$ cat src/design/fpba_pkg.sv
// ----------------------------------------------------------------------------
// fpba_pkg
// shared constants for the fit policy block allocator: field widths,
// configuration register indexes, policy and request codes
// ----------------------------------------------------------------------------
package fpba_pkg;

	localparam int NUM_BLOCKS_DEF = 16;
	localparam int SIZE_BITS_DEF  = 16;

	localparam int FIELD_SIZE_W = 16;
	localparam int FIELD_IDX_W  = 4;
	localparam int MODE_W       = 2;
	localparam int COUNT_W      = 5;
	localparam int CFG_IDX_W    = 1;
	localparam int CFG_DATA_W   = 5;

	localparam logic [CFG_IDX_W-1:0] CFG_FIT_MODE    = 1'd0;
	localparam logic [CFG_IDX_W-1:0] CFG_BLOCK_COUNT = 1'd1;

	localparam logic [MODE_W-1:0] FIT_FIRST = 2'd0;
	localparam logic [MODE_W-1:0] FIT_BEST  = 2'd1;
	localparam logic [MODE_W-1:0] FIT_WORST = 2'd2;

	localparam logic [MODE_W-1:0]  FIT_MODE_RST    = FIT_FIRST;
	localparam logic [COUNT_W-1:0] BLOCK_COUNT_RST = 5'd16;

	localparam logic REQ_LOAD  = 1'b0;
	localparam logic REQ_ALLOC = 1'b1;

endpackage

$ cat src/design/fit_policy_block_allocator.sv
// ----------------------------------------------------------------------------
// fit_policy_block_allocator
// keeps a table of free block sizes and serves allocate requests by first,
// best or worst fit, one entry compared per cycle
// ----------------------------------------------------------------------------
//  channel  | handshake                | payload
//  item     | item_valid / item_stall  | req_type, entry_index, size_value
//  result   | result_valid/result_stall| granted, chosen_index, remaining_size
//  cfg      | cfg_valid / cfg_ready    | cfg_index, cfg_data
//
//  a load request writes its table entry and gives no result
//  an allocate request scans block_count entries (at most NUM_BLOCKS), one table read per cycle
//  through the single compare unit, then takes one last compare, one end check and one
//  writeback before its result is registered
//  item_stall is high from accept of an allocate until its result is registered
//  a stalled result holds the writeback cycle until the output register is free
//  arst_n clears control and configuration; the size table is not cleared
// ----------------------------------------------------------------------------
module fit_policy_block_allocator #(
	parameter int NUM_BLOCKS = fpba_pkg::NUM_BLOCKS_DEF,
	parameter int SIZE_BITS  = fpba_pkg::SIZE_BITS_DEF
) (
	input  logic                               clk,
	input  logic                               arst_n,
	input  logic                               item_valid,
	output logic                               item_stall,
	input  logic                               req_type,
	input  logic [fpba_pkg::FIELD_IDX_W-1:0]   entry_index,
	input  logic [fpba_pkg::FIELD_SIZE_W-1:0]  size_value,
	output logic                               result_valid,
	input  logic                               result_stall,
	output logic                               granted,
	output logic [fpba_pkg::FIELD_IDX_W-1:0]   chosen_index,
	output logic [fpba_pkg::FIELD_SIZE_W-1:0]  remaining_size,
	input  logic                               cfg_valid,
	output logic                               cfg_ready,
	input  logic [fpba_pkg::CFG_IDX_W-1:0]     cfg_index,
	input  logic [fpba_pkg::CFG_DATA_W-1:0]    cfg_data
);

	localparam int IDX_W = (NUM_BLOCKS > 1) ? $clog2(NUM_BLOCKS) : 1;
	localparam int CNT_W = $clog2(NUM_BLOCKS + 1);

	typedef enum logic [1:0] {
		ST_IDLE,
		ST_SCAN,
		ST_FINISH
	} state_t;

	state_t                          state_q;
	logic [fpba_pkg::MODE_W-1:0]     fit_mode_q;
	logic [fpba_pkg::COUNT_W-1:0]    block_count_q;
	logic [SIZE_BITS-1:0]            mem [NUM_BLOCKS];
	logic [SIZE_BITS-1:0]            rd_data_s1;
	logic [IDX_W-1:0]                rd_idx_s1;
	logic                            rd_vld_s1;
	logic [CNT_W-1:0]                ptr_q;
	logic [CNT_W-1:0]                limit_q;
	logic [CNT_W-1:0]                limit_in;
	logic [SIZE_BITS-1:0]            req_q;
	logic [SIZE_BITS-1:0]            best_q;
	logic [IDX_W-1:0]                pick_q;
	logic                            found_q;
	logic [SIZE_BITS-1:0]            size_in;
	logic                            item_acc;
	logic                            out_free;
	logic                            fits;
	logic                            better;
	logic                            mem_we;
	logic [IDX_W-1:0]                mem_waddr;
	logic [SIZE_BITS-1:0]            mem_wdata;
	logic [SIZE_BITS-1:0]            remain;

	assign size_in    = SIZE_BITS'(size_value);
	assign item_stall = (state_q != ST_IDLE);
	assign item_acc   = item_valid && !item_stall;
	assign out_free   = !result_valid || !result_stall;
	assign cfg_ready  = 1'b1;
	assign remain     = best_q - req_q;
	assign limit_in   = (32'(block_count_q) > NUM_BLOCKS) ? CNT_W'(NUM_BLOCKS)
	                                                       : CNT_W'(block_count_q);

	// compare unit
	assign fits = (rd_data_s1 >= req_q);
	always_comb begin
		case (fit_mode_q)
			fpba_pkg::FIT_FIRST: better = 1'b0;
			fpba_pkg::FIT_BEST:  better = (rd_data_s1 < best_q);
			fpba_pkg::FIT_WORST: better = (rd_data_s1 > best_q);
			default:             better = 1'b0;
		endcase
	end

	// table write port
	always_comb begin
		mem_we    = 1'b0;
		mem_waddr = pick_q;
		mem_wdata = remain;
		if (item_acc && req_type == fpba_pkg::REQ_LOAD) begin
			mem_we    = (32'(entry_index) < NUM_BLOCKS);
			mem_waddr = IDX_W'(entry_index);
			mem_wdata = size_in;
		end else if (state_q == ST_FINISH && out_free && found_q) begin
			mem_we = 1'b1;
		end
	end

	always_ff @(posedge clk) begin
		if (mem_we) begin
			mem[mem_waddr] <= mem_wdata;
		end
		rd_data_s1 <= mem[ptr_q[IDX_W-1:0]];
		rd_idx_s1  <= ptr_q[IDX_W-1:0];
	end

	always_ff @(posedge clk or negedge arst_n) begin
		if (!arst_n) begin
			fit_mode_q    <= fpba_pkg::FIT_MODE_RST;
			block_count_q <= fpba_pkg::BLOCK_COUNT_RST;
		end else if (cfg_valid && cfg_ready) begin
			case (cfg_index)
				fpba_pkg::CFG_FIT_MODE:    fit_mode_q    <= cfg_data[fpba_pkg::MODE_W-1:0];
				fpba_pkg::CFG_BLOCK_COUNT: block_count_q <= cfg_data;
				default: ;
			endcase
		end
	end

	always_ff @(posedge clk or negedge arst_n) begin
		if (!arst_n) begin
			state_q        <= ST_IDLE;
			rd_vld_s1      <= 1'b0;
			ptr_q          <= '0;
			limit_q        <= '0;
			found_q        <= 1'b0;
			result_valid   <= 1'b0;
			req_q          <= '0;
			best_q         <= '0;
			pick_q         <= '0;
			granted        <= 1'b0;
			chosen_index   <= '0;
			remaining_size <= '0;
		end else begin
			if (result_valid && !result_stall && state_q != ST_FINISH) begin
				result_valid <= 1'b0;
			end
			case (state_q)
				ST_IDLE: begin
					rd_vld_s1 <= 1'b0;
					if (item_acc && req_type == fpba_pkg::REQ_ALLOC) begin
						req_q   <= size_in;
						limit_q <= limit_in;
						ptr_q   <= '0;
						found_q <= 1'b0;
						pick_q  <= '0;
						state_q <= ST_SCAN;
					end
				end
				ST_SCAN: begin
					// issue next read
					if (ptr_q < limit_q) begin
						rd_vld_s1 <= 1'b1;
						ptr_q     <= ptr_q + CNT_W'(1);
					end else begin
						rd_vld_s1 <= 1'b0;
					end
					// compare returned entry
					if (rd_vld_s1 && fits && (!found_q || better)) begin
						found_q <= 1'b1;
						best_q  <= rd_data_s1;
						pick_q  <= rd_idx_s1;
					end
					if (ptr_q == limit_q && !rd_vld_s1) begin
						state_q <= ST_FINISH;
					end
				end
				ST_FINISH: begin
					if (out_free) begin
						result_valid   <= 1'b1;
						granted        <= found_q;
						chosen_index   <= found_q ? fpba_pkg::FIELD_IDX_W'(pick_q) : '0;
						remaining_size <= found_q ? fpba_pkg::FIELD_SIZE_W'(remain) : '0;
						state_q        <= ST_IDLE;
					end
				end
				default: begin
					state_q <= ST_IDLE;
				end
			endcase
		end
	end

	a_busy_stalls: assert property (@(posedge clk) disable iff (!arst_n)
		(state_q == ST_SCAN || state_q == ST_FINISH) |-> item_stall)
		else $error("item accepted during allocation");

	a_result_from_finish: assert property (@(posedge clk) disable iff (!arst_n)
		$rose(result_valid) |-> $past(state_q == ST_FINISH))
		else $error("result raised outside finish");

	a_deny_zero: assert property (@(posedge clk) disable iff (!arst_n)
		(result_valid && !granted) |-> (chosen_index == '0 && remaining_size == '0))
		else $error("denied result carries nonzero fields");

	a_ptr_bound: assert property (@(posedge clk) disable iff (!arst_n)
		(state_q == ST_SCAN) |-> (ptr_q <= limit_q))
		else $error("scan pointer beyond limit");

	a_scan_ends: assert property (@(posedge clk) disable iff (!arst_n)
		(state_q == ST_SCAN && ptr_q == limit_q && !rd_vld_s1) |=> (state_q == ST_FINISH))
		else $error("scan did not end");

endmodule
$ cat config.mk
export PLATFORM = sky130hd
export DESIGN_NAME = fit_policy_block_allocator
export DESIGN_NICKNAME = d
export VERILOG_FILES = /design/src/design/fpba_pkg.sv /design/src/design/fit_policy_block_allocator.sv
export SDC_FILE = /design/constraint.sdc
export NUM_CORES = 1
export LEC_CHECK = 0
export ABC_AREA = 0
export BUFFER_PORTS_ARGS = -buffer_cell sky130_fd_sc_hd__buf_4
export CORE_ASPECT_RATIO = 1.1
export CORE_MARGIN = 2
export CORE_UTILIZATION = 45
export CTS_CLUSTER_SIZE = 24
export DETAILED_ROUTE_END_ITERATION = 10
export GPL_ROUTABILITY_DRIVEN = 0
export GPL_TIMING_DRIVEN = 0
export PLACE_DENSITY_LB_ADDON = 0.08
export SYNTH_ARGS = -nofsm -noshare
export SYNTH_HDL_FRONTEND = slang
export SYNTH_SLANG_ARGS = --single-unit
$ cat constraint.sdc
create_clock -name clk -period 5 [get_ports clk]
set_input_delay 0.5 -clock clk [delete_from_list [all_inputs] [get_ports clk]]
set_output_delay 0.5 -clock clk [all_outputs]
set_load 0.1 [all_outputs]
# Yosys cells after proc, flatten, opt, wreduce, memory -nomap -nowiden
# Memory sizes are Yosys's and may differ from the RTL's. A register that Yosys moved wholly into a read port is not among the register bits.
# Index checks and enable logic that the tools add are counted.
# op_classes
addsub	2
n_eq_ne	11
mux	28
bitwise_logic	2
reduce_logical	28
order_cmp	5
# op_table
op	n
$mux W16	2
$ge A16 B16 Y1	1
$gt A16 B16 Y1	1
$lt A16 B16 Y1	1
$mux W4	4
$sub A16 B16 Y16	1
$mux W5	3
$ne A2 B2 Y1 const B	6
$logic_and A1 B1 Y1	10
$mux W1	10
$pmux W5 S2	1
$reduce_and A2 Y1	5
$reduce_and A3 Y1	3
$pmux W4 S2	1
$mux W2	3
$pmux W1 S2	3
$pmux W2 S3	1
$add A5 B1 Y5 const B	1
$eq A5 B5 Y1	1
$gt A5 B5 Y1 const B	1
$logic_not A1 Y1	5
$lt A5 B5 Y1	1
$eq A2 B1 Y1 const B	2
$eq A2 B2 Y1 const B	2
other kinds (4)	7
# word_totals
output_inout_bits	24
elab_cells	92
regBits	83
mem_count	1
mem_bits_rw	256
in_bits	32
# memory_table
memory	words	width	read_ports	rd_ports_with_merged_regs	write_ports	line_no	rtl
mem	16	16	1	1	1	fit_policy_block_allocator.sv:53	logic [SIZE_BITS-1:0] mem [NUM_BLOCKS];

# Depth between registers and ports, before layout
# Gate-level depths: netlist (run 1).
# logic_depth
ltp_word	8
mapped_depth	10
depth_no_buf	10

# Worst setup path before layout (run 1)
# OpenSTA, ideal clock, no wires.
# synth_path
path_kind	reg2reg
startpoint	reg result_valid
endpoint	mem mem[2][0] in the netlist's numbering (enable)
arrival_time_ns	2.542
setup_time_ns	0.388
setup_slack_ns	2.070
n_path_buf	2
path_stages_with_launch	9
t_required_ns	4.612
period_less_slack_ns	2.930
path_cell_list	dfrtp_1 -> nand2_1 -> nand2b_1 -> clkbuf_1 -> or2_1 -> clkbuf_1 -> nor2_1 -> a22oi_1 -> nor2_1
# synth_via
elab_chain_cells	8
# synth_rtl
item	line_no	rtl
from (decl)	fit_policy_block_allocator.sv:30	output logic result_valid,
from (signal assigned)	fit_policy_block_allocator.sv:136	result_valid <= 1'b0;
from (signal assigned)	fit_policy_block_allocator.sv:145	result_valid <= 1'b0;
from (signal assigned)	fit_policy_block_allocator.sv:179	result_valid <= 1'b1;
$logic_not A1 Y1	fit_policy_block_allocator.sv:77	assign out_free = !result_valid || !result_stall;
$logic_or A1 B1 Y1	fit_policy_block_allocator.sv:77	
$logic_and A1 B1 Y1 (2 in series)	fit_policy_block_allocator.sv:103	end else if (state_q == ST_FINISH && out_free && found_q) begin
$mux W1	fit_policy_block_allocator.sv:103	
$mux W1	fit_policy_block_allocator.sv:99	if (item_acc && req_type == fpba_pkg::REQ_LOAD) begin
$mux W1	fit_policy_block_allocator.sv:109	if (mem_we) begin
$mux W1 (not written as such)	fit_policy_block_allocator.sv:110	mem[mem_waddr] <= mem_wdata;
to (decl)	fit_policy_block_allocator.sv:53	
# Every way passes these cells.

# Worst setup path after layout (run 1)
# layout_path
startpoint	reg best_q[0]
endpoint	mem mem[1][10] in the netlist's numbering, data pin
# layout_via
elab_chain_cells	2
# layout_rtl
item	line_no	rtl
from (decl)	fit_policy_block_allocator.sv:61	logic [SIZE_BITS-1:0] best_q;
from (signal assigned)	fit_policy_block_allocator.sv:170	best_q <= rd_data_s1;
$sub A16 B16 Y16	fit_policy_block_allocator.sv:79	assign remain = best_q - req_q;
$mux W16	fit_policy_block_allocator.sv:99	
named net mem_wdata[10]	fit_policy_block_allocator.sv:71	logic [SIZE_BITS-1:0] mem_wdata;
# The timed path passes the listed nets, and every way through them passes these cells.

==> summary by stage, run 1 <==
Die
In this run the core area contains 70 standard-cell rows. The effective utilization at floorplan is 45.6%. The die width is 179 um. From bottom edge to top edge, the die measures 196 um.

The total I/O pin count is 56. The die covers 0.0351 sq mm. The core region is 0.0332 sq mm.

Clocking
The CTS tree is yes. The number of levels the H-tree was split into is 2. The later pin in the worst-skew pair is clocked with a latency of 0.53 ns.

The number of sinks handled by clock tree synthesis is 355. The maximum buffer depth of the clock tree is 3. The clock slew at the register clock pins of the worst setup and hold paths is 0.06 ns. After clock tree synthesis, the setup repair step added 0 buffers. Hold repair after CTS inserted 0 buffers. Clock tree synthesis inserted a total of 38 buffers. Post-CTS repair changed the size of 0 cells.

The cell at the root of the clock tree is sky130_fd_sc_hd__clkbuf_16.

GRT
The met1 usage is 29.7%. The number of global-route vias before repair was 8820. The most crowded layer after global routing is met2.

Summed over all layers, the global routing overflow is 0. The pin count of the biggest net entering global routing is 80. The met3 capacity usage during global routing is 3.20%. For this run, global-route usage on met2 was measured as 36.3%.

The number of antenna violations at the first check in global routing is 1. The global routing usage summed across all routing layers is 21.8%. The first-pass GRT wire length is 55300 um.

Drt
The number of nets still failing antenna checks after routing is 0. Dividing the detail-routed wire length by the instance count gives 24.3 um. The routed design has 37000 um of wire.

The routed layout has 8521 vias. Dividing the detail-routed via count by the number of cells gives 5.60. The pre-antenna-repair detailed-routing pass consisted of 7 iterations. The number of DRC markers after the initial detailed-route iteration is 645. For this run, design rule violations remaining after detail routing come to 0.

Final layout
The fraction of the core area covered by cells at the end of the flow is 53.4%. The library cell used most frequently in the layout, excluding fill and tap cells, is sky130_fd_sc_hd__edfxtp_1. The final layout contains 1148 nets. The share of final-layout standard cells stronger than drive strength 1 is 24.0%. The area added between synthesis and finish is 17.1%. The area of all placed cells without fillers is 0.0177 sq mm.

The antenna diode count is 0. The library cells used most frequently in the layout, excluding fill and tap cells, are sky130_fd_sc_hd__edfxtp_1 (256), sky130_fd_sc_hd__mux4_2 (80), sky130_fd_sc_hd__dfrtp_1 (78). The number of standard cells in the layout, taps in and fillers out is 1521.

Synth
Sequential cells were found to cover 66.5% of the synthesized design area. The synthesized netlist devotes 0.926% of its cell area to XOR and XNOR gates. The largest family of logic cells by synthesized area is multiplexers.

The total standard cell area after synthesis is 0.0151 sq mm. The number of warnings reported in the yosys synthesis log is 0. In this run, distinct cell masters in the synthesized netlist total 60.

The number of synthesized flops with an enable pin is 256. The fraction of the mapped netlist area in compound gates is 5.35%. After synthesis, the share of cell area in mux cells is 14.5%. For this run, asynchronously set or reset flops after synthesis account for 22.3%. The gate count of the mapped netlist is 943. After synthesis the netlist holds a flip-flop and latch count of 355. Summing the areas of all fa, ha and maj instances in the mapped netlist gives 4.68% of the synthesized area. The number of nets in the synthesized netlist is 1031. The average instance area after synthesis is 16.1 sq um.

In the synthesized netlist the dominant register cell turns out to be sky130_fd_sc_hd__edfxtp_1. The share of synthesized cell area in and, or, nand and nor gates is 5.66%.

Timing
Headroom to the max-slew limit came out at 7.55%. The worst-margin pin slew is 1.39 ns. Setup repair after global routing left no endpoint under its margin. Between clock sinks in the finished design, the worst skew comes to 0.0126 ns. The number of hold violations in the final report is 0. The maximum clock frequency is 273 MHz. The setup TNS after final layout is 0 ns. The total count of max-transition violations in the final report came to 0. The number of endpoints failing setup at the final stage is 0. After layout, the worst path uses 73.3% of the clock period. The final hold slack is 0.164 ns.

After layout, the worst setup slack is 1.34 ns. The minimum clock period is 3.66 ns.

Worst setup path
Data arrives at the worst endpoint at 3.81 ns. STA classifies the critical path endpoint as a register. The required arrival time at the worst endpoint is 5.15 ns. The slowest library cell on the worst path is sky130_fd_sc_hd__o21ai_1. The kind of start point of the critical path is a register. The kind of critical path is reg2reg. The signal on the critical path passes through inv_1 -> ha_1 -> inv_1 -> fa_1 -> a21o_1 -> a21oi_1 -> o21ai_1 -> a41oi_1 -> xor2_1 -> o21ai_1. The peak fanout along the critical path is 16. For this run, the slowest stage of the critical path takes 0.98 ns.

Place
The instance area after placement is 0.0165 sq mm. Detailed placement ended at an HPWL of 26200 um. The cell count after placement is 1452. At the placement stage, the worst setup path has a slack of 1.40 ns. Port buffering added 54 buffers.

Pwr
The reported leakage power is 6.53 nW. The post-route total power is 13.9 mW. IR analysis of the VDD net gives a maximum drop of 0.000346 V. The power density normalized to cell area is 783 mW/mm^2.

Job
Across the run, the number of max-cap violations was 0.

Min path
The min-delay analysis places its worst path in the category in2async.

Run status
The run finished with clean final reports.
state kept, by name, summed over array words and instances (netlist names), 5 cells and up:
signal and count:
block_count_q 5, limit_q 5, mem 256, rd_data_s1 16
ptr_q 5, best_q 16, req_q 16, remaining_size 16
critical path: cells and delay by family (launching register included):
| family | cells | cell delay (ns) |
|---|---|---|
| buf+inv | 2 | 0.15 |
| fa+ha+maj | 2 | 0.61 |
| compound gates | 5 | 2.01 |
| xor+xnor | 1 | 0.13 |
| flops | 1 | 0.38 |
cells in the mapped netlist (all sizes together), types with 2 or more instances:
cell | instances | area share, %
a22o | 2 | 0.12
dfrtp | 78 | 13
mux2i | 12 | 0.79
or2 | 2 | 0.083
dfxtp | 20 | 2.6
mux4 | 80 | 12
a21oi | 26 | 0.86
nor2 | 44 | 1.1
clkbuf | 20 | 0.50
a21o | 10 | 0.50
nand4 | 12 | 0.50
xnor2 | 6 | 0.35
a2111oi | 3 | 0.21
ha | 55 | 4.5
a31oi | 8 | 0.33
nand2b | 9 | 0.37
nor3b | 4 | 0.20
mux2 | 20 | 1.8
nand2 | 77 | 1.9
and4 | 3 | 0.17
a31o | 3 | 0.17
nor3 | 10 | 0.33
nor2b | 6 | 0.25
o22ai | 3 | 0.12
a211oi | 2 | 0.099
o31ai | 4 | 0.20
o21a | 4 | 0.20
edfxtp | 256 | 51
xor2 | 10 | 0.58
nand3b | 5 | 0.25
inv | 52 | 1.3
o21bai | 2 | 0.099
buf | 16 | 0.55
o211ai | 3 | 0.15
o21ai | 51 | 1.7
and3 | 4 | 0.17
nand3 | 6 | 0.20
metal layers:
layer / share of wire [%] / vias to the layer above
met1: 43 / 4367
met3: 5.0 / 62
met2: 50 / 229
li1: - / 3863
met4: 2.6 / 0
met5: 0 / -
layout make-up:
class	instances	area, sq um
sequential	355	10100
clock inverter	21	250
tap	432	541
inverter	52	195
fill	2700	15500
timing repair buffer	77	748
multi-input combinational	500	4760
buffer	36	159
clock buffer	48	1010
power breakdown:
part           leakage (nW)  switching (mW)  total, mW  internal, mW
combinational          2.50            3.90       5.95          2.05
sequential             3.41           0.293       5.08          4.79
clock                 0.617            1.15       2.85          1.70
total                  6.53            5.34       13.9          8.54
path summary, 6_finish.rpt:
check | slack (ns) | from | end | cells past startpoint
max in group asynchronous | 4.15 | arst_n | state_q[1] | 1
setup / recovery | 1.34 | best_q[0] | mem[1][10] | 10
setup reg to reg | 1.34 | best_q[0] | mem[1][10] | 10
hold / removal | 0.16 | arst_n | remaining_size[3] | 1
min in group clk | 0.19 | size_value[1] | req_q[1] | 3
hold reg to reg | 0.42 | ptr_q[2] | rd_idx_s1[2] | 0
cells by family after synthesis:
logic type / after synthesis
DFF: 355
and+or+nand+nor: 184
AOI/OAI and AO/OA: 131
muxes: 112
buffers and inverters: 88
adders and majority gates: 56
xor gates and xnor gates: 16
other: 1
No activity file was read; power rests on OpenSTA's default activity.
==> inputs of run 2 (changes only) <==
ABC_AREA = 1   (was 0)
clock period = 3.39 ns   (was 5 ns; I/O delays follow)
==> summary by stage, run 2 <==
Final layout
The number of flip-flops under the largest register name is 256 (unchanged). The antenna diode count is 0 (unchanged). The final net count is 1586 (was 1148). The commonest non-fill, non-tap cell in the layout is sky130_fd_sc_hd__edfxtp_1 (unchanged).

The area added between synthesis and finish is 16.5% (was 17.1%). The share of final-layout standard cells stronger than drive strength 1 is 13.9% (was 24.0%). The fraction of the core area covered by cells at the end of the flow is 52.9% (was 53.4%). The area of all placed cells without fillers is 0.0180 sq mm (was 0.0177 sq mm).

The number of standard cells in the layout, taps in and fillers out was 1963 (was 1521). Most frequent cells in the layout: sky130_fd_sc_hd__edfxtp_1 (256), sky130_fd_sc_hd__nand2_1 (190), sky130_fd_sc_hd__o21ai_0 (174) (was sky130_fd_sc_hd__edfxtp_1 (256), sky130_fd_sc_hd__mux4_2 (80), sky130_fd_sc_hd__dfrtp_1 (78)). The most flop-heavy register is mem (unchanged).

Clocking
The number of sinks handled by clock tree synthesis came to 355 (unchanged). The number of levels the H-tree was split into came to 2 (unchanged). The number of instances resized during post-cts repair is 0 (unchanged). The hold buffer count at CTS was 0 (unchanged). The clock slew at the register clock pins of the worst setup and hold paths is 0.06 ns (about the same).

The maximum buffer depth of the clock tree is 3 (unchanged). The cell at the root of the clock tree is sky130_fd_sc_hd__clkbuf_16 (unchanged). The later-pin clock latency in the skew report came to 0.53 ns (about the same). The CTS buffer count is 39 (was 38). The CTS tree is yes (unchanged).

The number of setup buffers added after CTS is 0 (unchanged).

Pwr
The worst ir drop on vdd came to 0.000716 V (was 0.000346 V). The combinational power share is 44.5% (was 42.9%). The net switching fraction of the power is 43.0% (was 38.5%). The reported leakage power is 7.09 nW (was 6.53 nW). The switching component of the power is 9.02 mW (was 5.34 mW). The power density normalized to cell area is 1170 mW/mm^2 (was 783 mW/mm^2). The post-route total power was 21.0 mW (was 13.9 mW). The clock group share of total power came to 20.1% (was 20.5%). The cell-internal power is 12.0 mW (was 8.54 mW). The share of power burned in registers is 35.4% (was 36.6%).

Synth
The number of warnings reported in the yosys synthesis log is 0 (unchanged). The multiplexer share of the synthesized area is 0.0729% (was 14.5%). The most repeated cell in the gate-level netlist after synthesis is sky130_fd_sc_hd__edfxtp_1 (unchanged). The synthesized flop and latch total came to 355 (unchanged).

The average instance area after synthesis is 11.2 sq um (was 16.1 sq um). The share of synthesized area occupied by flip-flops and latches was 65.2% (was 66.5%). The share of flip-flops with an asynchronous set or reset is 22.3% (unchanged). The dominant cell type by area after synthesis is sky130_fd_sc_hd__edfxtp_1 (unchanged). The adder and majority cell fraction of the synthesized area is 4.58% (was 4.68%). Top post-synthesis cells by count: sky130_fd_sc_hd__edfxtp_1 (256), sky130_fd_sc_hd__nand2_1 (190), sky130_fd_sc_hd__o21ai_0 (188), sky130_fd_sc_hd__nor2_1 (160), sky130_fd_sc_hd__inv_1 (119) (was sky130_fd_sc_hd__edfxtp_1 (256), sky130_fd_sc_hd__mux4_2 (80), sky130_fd_sc_hd__dfrtp_1 (78), sky130_fd_sc_hd__nand2_1 (77), sky130_fd_sc_hd__ha_1 (55)).

The dominant register cell in the synthesized netlist was sky130_fd_sc_hd__edfxtp_1 (unchanged). The total standard cell area after synthesis is 0.0154 sq mm (was 0.0151 sq mm). Largest cells by area after synthesis: sky130_fd_sc_hd__edfxtp_1 (50%), sky130_fd_sc_hd__dfrtp_1 (13%), sky130_fd_sc_hd__o21ai_0 (6.1%), sky130_fd_sc_hd__nand2_1 (4.6%), sky130_fd_sc_hd__ha_1 (4.5%) (was sky130_fd_sc_hd__edfxtp_1 (51%), sky130_fd_sc_hd__dfrtp_1 (13%), sky130_fd_sc_hd__mux4_2 (12%), sky130_fd_sc_hd__ha_1 (4.5%), sky130_fd_sc_hd__dfxtp_1 (2.6%)). The gate count of the mapped netlist is 1385 (was 943). The xor/xnor cell area share of the yosys netlist was 0.567% (was 0.926%). The number of nets in the synthesized netlist is 1473 (was 1031).

The largest family of logic cells by synthesized area is compound AO/OA/AOI/OAI gates (was multiplexers). The count of distinct cell types in the synthesized netlist is 49 (was 60). The share of synthesized cell area in and, or, nand and nor gates is 12.0% (was 5.66%). The fraction of the mapped netlist area in compound gates came to 12.7% (was 5.35%). The number of synthesized flops with an enable pin came to 256 (unchanged).

The area share of the largest cell type after synthesis was 49.8% (was 50.8%).

Worst setup path
The kind of start point of the critical path is a register (unchanged). The launch point of the critical path is state_q[1] (was best_q[0]). CP cell instances: nor2_2 -> nand2_1 -> nor2_4 -> inv_2 -> o21ai_0 -> nand3_1 -> nor2_2 (was inv_1 -> ha_1 -> inv_1 -> fa_1 -> a21o_1 -> a21oi_1 -> o21ai_1 -> a41oi_1 -> xor2_1 -> o21ai_1). The data arrival time of the critical path is 3.43 ns (was 3.81 ns). The cell family with the largest share of critical-path delay is simple AND/OR/NAND/NOR gates (was compound AO/OA/AOI/OAI gates). The required arrival time at the worst endpoint is 3.54 ns (was 5.15 ns). The longest individual stage delay on the worst path is 0.82 ns (was 0.98 ns). The count of buffering cells on the critical path with inverters included is 1 (was 2).

The peak fanout along the critical path was 16 (unchanged). The slowest library cell on the worst path is sky130_fd_sc_hd__nor2_2 (was sky130_fd_sc_hd__o21ai_1). By instance count, the cell type seen most on the critical path is sky130_fd_sc_hd__nor2_2. The kind of end point of the critical path was a register (unchanged). The start of the worst register-to-register path is state_q[1] (was best_q[0]).

The kind of critical path is reg2reg (unchanged).

Drt
The routed length on met3 was 2200 um (was 1850 um). The via count normalized by instance count was 5.44 (was 5.60). The wire length on met2 is 19900 um (was 18400 um). The highest routed metal layer is met4 (unchanged). The total number of vias is 10700 (was 8521).

The number of DRC markers after the initial detailed-route iteration came to 670 (was 645). The total iterations of the first detailed-routing run is 5 (was 7). The number of nets still failing antenna checks after routing is 0 (unchanged). The total wire length is 41700 um (was 37000 um). The average routed wire per standard cell is 21.2 um (was 24.3 um). The total DRC errors in the routed layout was 0 (unchanged). The routed length on met1 was 18300 um (was 15800 um).

Timing
The number of hold violations in the final report is 37 (was 0). The total count of max-transition violations in the final report is 0 (unchanged). The worst slew slack as a fraction of its limit came to 33.3% (was 7.55%). The worst-margin pin slew is 1.00 ns (was 1.39 ns).

RSZ-0062 raised after global routing: true (was false). The maximum clock frequency is 305 MHz (was 273 MHz). The final critical-path share of the clock period is 96.8% (was 73.3%). The final worst setup slack is 0.110 ns (was 1.34 ns).

The minimum clock period is 3.28 ns (was 3.66 ns). The final clock skew is 0.00868 ns (was 0.0126 ns). The number of endpoints failing setup at the final stage is 0 (unchanged). The final hold slack came to -0.0223 ns (was 0.164 ns).

GRT
The global routing usage summed across all routing layers is 23.4% (was 21.8%). The number of global-route vias before repair is 10400 (was 8820). The number of antenna violations at the first check in global routing is 0 (was 1). The remaining global-route overflow came to 0 (unchanged). The pin count of the biggest net entering global routing came to 80 (unchanged). The first-pass GRT wire length was 62700 um (was 55300 um).

Run status
The final reports fail on hold timing. Result of the run: finished with violations (was finished, final reports clean).

Die
The die area is 0.0358 sq mm (was 0.0351 sq mm). The total I/O pin count is 56 (unchanged). The number of cell rows is 71 (was 70). The effective utilization at floorplan is 45.4% (was 45.6%). The die width was 181 um (was 179 um). The die span in y is 198 um (was 196 um). The area of the placeable core is 0.0340 sq mm (was 0.0332 sq mm).

Place
The HPWL after detailed placement is 29500 um (was 26200 um). The number of I/O port buffers is 54 (unchanged). The instance area after placement is 0.0167 sq mm (was 0.0165 sq mm). The pre-CTS setup slack was 0.190 ns (was 1.40 ns). The cell count after placement was 1895 (was 1452).

Min path
The path type of the worst min-delay path is in2async (unchanged).

Job
The number of maximum-capacitance constraint violations was 0 (unchanged).
-- run 2: metrics by stage --
stage | setup TNS, ns | hold slack, ns
5_1_grt | -1.98 | 0.0248
2_1_floorplan | 0 | 0.0434
3_3_place_gp | -104.02 | 0.410
6_report | 0 | -0.0223
4_1_cts | 0 | 0.00377
3_5_place_dp | 0 | 0.419
-- run 2: routing by layer --
| metal | global-route usage, % | vias up |
|---|---|---|
| li1 | - | 5104 |
| met1 | 31.0 | 5206 |
| met2 | 39.2 | 310 |
| met3 | 3.86 | 68 |
| met4 | 8.27 | 0 |
| met5 | 0 | - |
-- run 2: cell families (layout without fill, tap and decap cells) --
logic type	Yosys count	after routing
and+or+nand+nor	438	438
DFF	355	355
AOI/OAI and AO/OA	335	335
buffers and inverters	189	329
adders and majority gates	56	56
xor gates and xnor gates	10	10
other	1	1
muxes	1	1
-- run 2: layout make-up --
type / count / area (sq um)
Buffer: 64 / 282
Sequential cell: 355 / 10100
Clock buffer: 47 / 1060
Clock inverter: 21 / 201
Inverter: 125 / 469
Fill cell: 3047 / 16000
Timing Repair Buffer: 72 / 642
Tap cell: 438 / 548
Multi-Input combinational cell: 841 / 4730
-- run 2: final timing paths --
kind                       cells after the start  slack, ns            endpoint
max in group asynchronous                      1       2.76          limit_q[0]
min reg2reg                                    0       0.42        rd_idx_s1[2]
min in group clk                               3       0.03            req_q[1]
min                                            1      -0.02  remaining_size[14]
max                                            7       0.11          mem[1][14]
max reg2reg                                    7       0.11          mem[1][14]
-- run 2: power groups by stage --
stage / logic (mW) / clock network, mW / registers (mW)
after global routing: 10.2 / 4.43 / 7.52
after detailed placement: 9.38 / 0 / 7.52
after floorplan: 4.69 / 0 / 8.21
final: 9.35 / 4.22 / 7.44
after global placement: 8.37 / 0 / 7.49
after CTS: 9.40 / 4.28 / 7.44
